===== src/rtl/msp_pkg.sv =====
// Shared package for the minimum square-sum partition core.
// Holds default sizes, the controller state type and the command/status bundles.
// No dependencies.
`timescale 1ns / 1ps

package msp_pkg;

  localparam int MaxLenDef    = 4096;
  localparam int ValueBitsDef = 16;
  localparam int DataBits     = 16;
  localparam int GroupBits    = 13;
  localparam int CostBits     = 56;
  localparam int SqBits       = 28;
  localparam int AddrBits     = 3;

  // Register byte addresses.
  localparam logic [AddrBits-1:0] RegGroupCount = 3'd0;

  typedef enum logic [3:0] {
    ST_LOAD,
    ST_INIT,
    ST_LCHK,
    ST_LSTART,
    ST_POP,
    ST_CHECK,
    ST_MID,
    ST_SCAN,
    ST_WRITE,
    ST_LEND,
    ST_FRD,
    ST_FWAIT,
    ST_OUT
  } state_t;

  typedef struct packed {
    logic load;
    logic init_step;
    logic layer_start;
    logic pop;
    logic check;
    logic mid_cap;
    logic scan_issue;
    logic write_node;
    logic layer_end;
    logic final_rd;
    logic final_cap;
    logic deliver;
  } cmd_t;

  typedef struct packed {
    logic init_done;
    logic layers_done;
    logic stack_empty;
    logic range_empty;
    logic issue_done;
    logic pipe_empty;
    logic stack_room;
  } stat_t;

endpackage


===== src/rtl/msp_ctrl.sv =====
// Sequencing controller for the minimum square-sum partition core.
// Drives datapath commands from datapath status; uses msp_pkg.
`timescale 1ns / 1ps

module msp_ctrl (
  input  logic          clk,
  input  logic          rst,
  input  logic          in_valid,
  input  logic          in_last,
  input  logic          out_free,
  input  msp_pkg::stat_t stat,
  output msp_pkg::cmd_t  cmd,
  output logic          in_ready
);

  msp_pkg::state_t state, state_next;

  always_ff @(posedge clk) begin
    if (rst) begin
      state <= msp_pkg::ST_LOAD;
    end else begin
      state <= state_next;
    end
  end

  always_comb begin
    state_next = state;
    cmd        = '0;
    in_ready   = 1'b0;
    unique case (state)
      msp_pkg::ST_LOAD: begin
        in_ready = 1'b1;
        cmd.load = in_valid;
        if (in_valid && in_last) state_next = msp_pkg::ST_INIT;
      end
      msp_pkg::ST_INIT: begin
        cmd.init_step = 1'b1;
        if (stat.init_done) state_next = msp_pkg::ST_LCHK;
      end
      msp_pkg::ST_LCHK: begin
        state_next = stat.layers_done ? msp_pkg::ST_FRD : msp_pkg::ST_LSTART;
      end
      msp_pkg::ST_LSTART: begin
        cmd.layer_start = 1'b1;
        state_next      = msp_pkg::ST_POP;
      end
      msp_pkg::ST_POP: begin
        if (stat.stack_empty) begin
          state_next = msp_pkg::ST_LEND;
        end else begin
          cmd.pop    = 1'b1;
          state_next = msp_pkg::ST_CHECK;
        end
      end
      msp_pkg::ST_CHECK: begin
        if (stat.range_empty) begin
          state_next = msp_pkg::ST_POP;
        end else begin
          cmd.check  = 1'b1;
          state_next = msp_pkg::ST_MID;
        end
      end
      msp_pkg::ST_MID: begin
        cmd.mid_cap = 1'b1;
        state_next  = msp_pkg::ST_SCAN;
      end
      msp_pkg::ST_SCAN: begin
        cmd.scan_issue = !stat.issue_done;
        if (stat.issue_done && stat.pipe_empty) state_next = msp_pkg::ST_WRITE;
      end
      msp_pkg::ST_WRITE: begin
        cmd.write_node = 1'b1;
        state_next     = msp_pkg::ST_POP;
      end
      msp_pkg::ST_LEND: begin
        cmd.layer_end = 1'b1;
        state_next    = msp_pkg::ST_LCHK;
      end
      msp_pkg::ST_FRD: begin
        cmd.final_rd = 1'b1;
        state_next   = msp_pkg::ST_FWAIT;
      end
      msp_pkg::ST_FWAIT: begin
        cmd.final_cap = 1'b1;
        state_next    = msp_pkg::ST_OUT;
      end
      msp_pkg::ST_OUT: begin
        if (out_free) begin
          cmd.deliver = 1'b1;
          state_next  = msp_pkg::ST_LOAD;
        end
      end
      default: state_next = msp_pkg::ST_LOAD;
    endcase
  end

endmodule


===== config.mk =====
export PLATFORM = sky130hd
export DESIGN_NAME = msp_ctrl
export DESIGN_NICKNAME = d
export VERILOG_FILES = /design/src/rtl/msp_pkg.sv /design/src/rtl/msp_ctrl.sv
export SDC_FILE = /design/constraint.sdc
export NUM_CORES = 1
export LEC_CHECK = 0
export BUFFER_PORTS_ARGS = -buffer_cell sky130_fd_sc_hd__buf_2
export CORE_AREA = 3 3 40 42
export DETAILED_ROUTE_END_ITERATION = 7
export DIE_AREA = 0 0 43 45
export HOLD_SLACK_MARGIN = 0.1
export PLACE_DENSITY = 0.64
export SLEW_MARGIN = 20
export SYNTH_ARGS = -nofsm -noshare
export SYNTH_HDL_FRONTEND = slang
export SYNTH_SLANG_ARGS = --single-unit

===== constraint.sdc =====
create_clock -name clk -period 2.58 [get_ports clk]
set_input_delay 0.129 -clock clk [delete_from_list [all_inputs] [get_ports clk]]
set_output_delay 0.129 -clock clk [all_outputs]
set_load 0.01 [all_outputs]

==> flow_summary.toml <==
[outcome]
status = "complete, no violations"

[synth]
syn_area_um2 = 394
synth_edf_count = 0
ys.flop_type = "dfxtp_1"
ys_async_sr_fraction_pct = 0
synth.avg_cell_area_um2 = 6.80
yosysSeqAreaShare_pct = 20.3
synth_nets = 70
synthCells = 58
ys_ff_latch = 4
ys_warn_count = 0
synth_cell_types = 26

[detailed_routing]
routedWlPerCell_um = 12.0
drc_errors = 0
ant_nets = 0
viasPerCell = 5.33
dr_total_vias = 501
drtIter0Drc = 5
routed_wl_mm = 1.13
drtPass1Iterations = 4

[timing]
layout_setup_ws_ps = 1020
tightest_slew_ps = 436
fin_crit_sh_pct = 60.5
clock_skew_ps = 3.67
tns_ps = 0
holdWs_ps = 115
finalHoldViolations = 0
finalMaxSlewViolations = 0
period_minus_slack_ps = 1560
timing.fmax_mhz = 641
slew_headroom_pct = 70.9
rsz0062_at_grt = "false"
finalSetupViolCount = 0

[run]
maxCapViolations = 0

[final_layout]
area_growth_pct = 33.0
final_cell_mix = "buf_2 (23), nor3_1 (7), nor2_1 (6)"
nets = 93
top_regs = "state (4)"
final_core_util_pct = 40.8
largest_register_ff_count = 4
drive_gt1_share_pct = 35.4
antenna_cells = 0
mostFrequentLayoutCell = "buf_2"
largest_register = "state"

[floorplanning]
ios = 25
fp.dieH_um = 45
rows = 13
start_util_pct = 30.7
dieArea_mm2 = 0.00194
design.core.area_mm2 = 0.00128
dieWidth_um = 43

[critical_path]
path_cells = "nand2b_1, a211o_1, nand3_1, a221oi_2"
cp_data_required_time_ps = 2720
cp_max_fo = 14
startpoint_type = "flop"
crit_slowest_cell = "dfxtp_1"
cp.arrival_ps = 1700
cp_slowest_stage_delay_ps = 580
crit_type = "reg -> reg"
endpoint_kind = "flop"

[power]
p_comb_share_pct = 47.8
clockPowerShare_pct = 20.4
leakagePower_nw = 0.232
pwr-share-seq_pct = 31.8
p_total_w = 0.000373
ir_drop_uv = 174
power_density_mw_per_mm2 = 711
internal_power_w = 0.000209
p_switching_w = 0.000163
p_sw_share_pct = 43.9

[clock_network]
cts-resized-gates = 0
clkSinkCount = 4
cts_tree = "yes"
cts_made_buffers = 3
clk_latency_ps = 230
post_cts_buffers = 0
clockBufferDepth = 2
hold_buffers = 0
cts.clk_slew.worst_paths_ps = 40
h-tree-depth = 1
clock-root-buffer = "clkbuf_4"

[placed_design]
gp_congestion = 0.725
pre_cts_ws_ps = 1060
io_buffers = 23
hpwl_um = 860

[grt]
overflow = 0
grt_max_degree = 15
grt_pass1_vias = 418
grt_use_total_pct = 11.1
grt_pass1_wl_mm = 1.73
antenna_found_initial = 0

[hold_path]
hold_path.class = "in -> reg"
## synth_stat cells (all sizes together) (2+ instances only)
library cell | n | area share, %
a31oi | 3 | 4.8
o21ai | 3 | 3.8
nand2b | 5 | 7.9
nor2 | 6 | 5.7
dfxtp | 4 | 20
nor3 | 7 | 8.9
buf | 4 | 5.7
inv | 2 | 1.9
or4 | 2 | 3.8
nand2 | 5 | 4.8
a21oi | 3 | 3.8
nor4 | 2 | 4.8
## power by group through the flow
stage	Combinational [W]	Clock [W]	Sequential, W
floorplan	0.000164	0	0.0000842
global route	0.000199	0.0000793	0.000124
CTS	0.000179	0.0000783	0.000117
detailed placement	0.000178	0	0.000118
global placement	0.000174	0	0.000119
finish	0.000178	0.0000759	0.000119
## critical path, delay by kind of cell, from the launching register on
family | cells | cell delay, ps
DFF | 1 | 580
and+or+nand+nor | 2 | 450
AOI/OAI and AO/OA | 2 | 450
## kinds of logic after synthesis
family,synth area share (%)
buffers and inverters,8.57
DFF,20.3
and+or+nand+nor,42.5
AOI/OAI and AO/OA,28.6
## through the flow
step                std cells  area [um^2]
floorplan                  58          394
global placement           91          502
global route               94          524
finish                     94          524
CTS                        94          524
detailed placement         91          502
## worst paths after layout
kind | from | end | slack, ps | cells past startpoint
max | state[3] | state[3] | 1020 | 4
min | rst | state[1] | 120 | 2
max reg2reg | state[3] | state[3] | 1020 | 4
min reg2reg | state[1] | state[3] | 690 | 2
## metal layers
layer | GRT usage (%) | vias up | part of all wire, %
met5 | 0 | - | 0
met4 | 1.81 | 0 | 0
met3 | 3.19 | 0 | 8.4
met2 | 17.1 | 20 | 44
met1 | 15.9 | 216 | 47
li1 | - | 265 | -
## area by class of cell
type | count | area [um^2]
Inverter | 2 | 7.51
Timing Repair Buffer | 23 | 115
Sequential cell | 4 | 80.1
Tap cell | 15 | 18.8
Multi-Input combinational cell | 47 | 280
Clock buffer | 3 | 22.5
Fill cell | 154 | 761
Power figures use the tool's default switching activity.
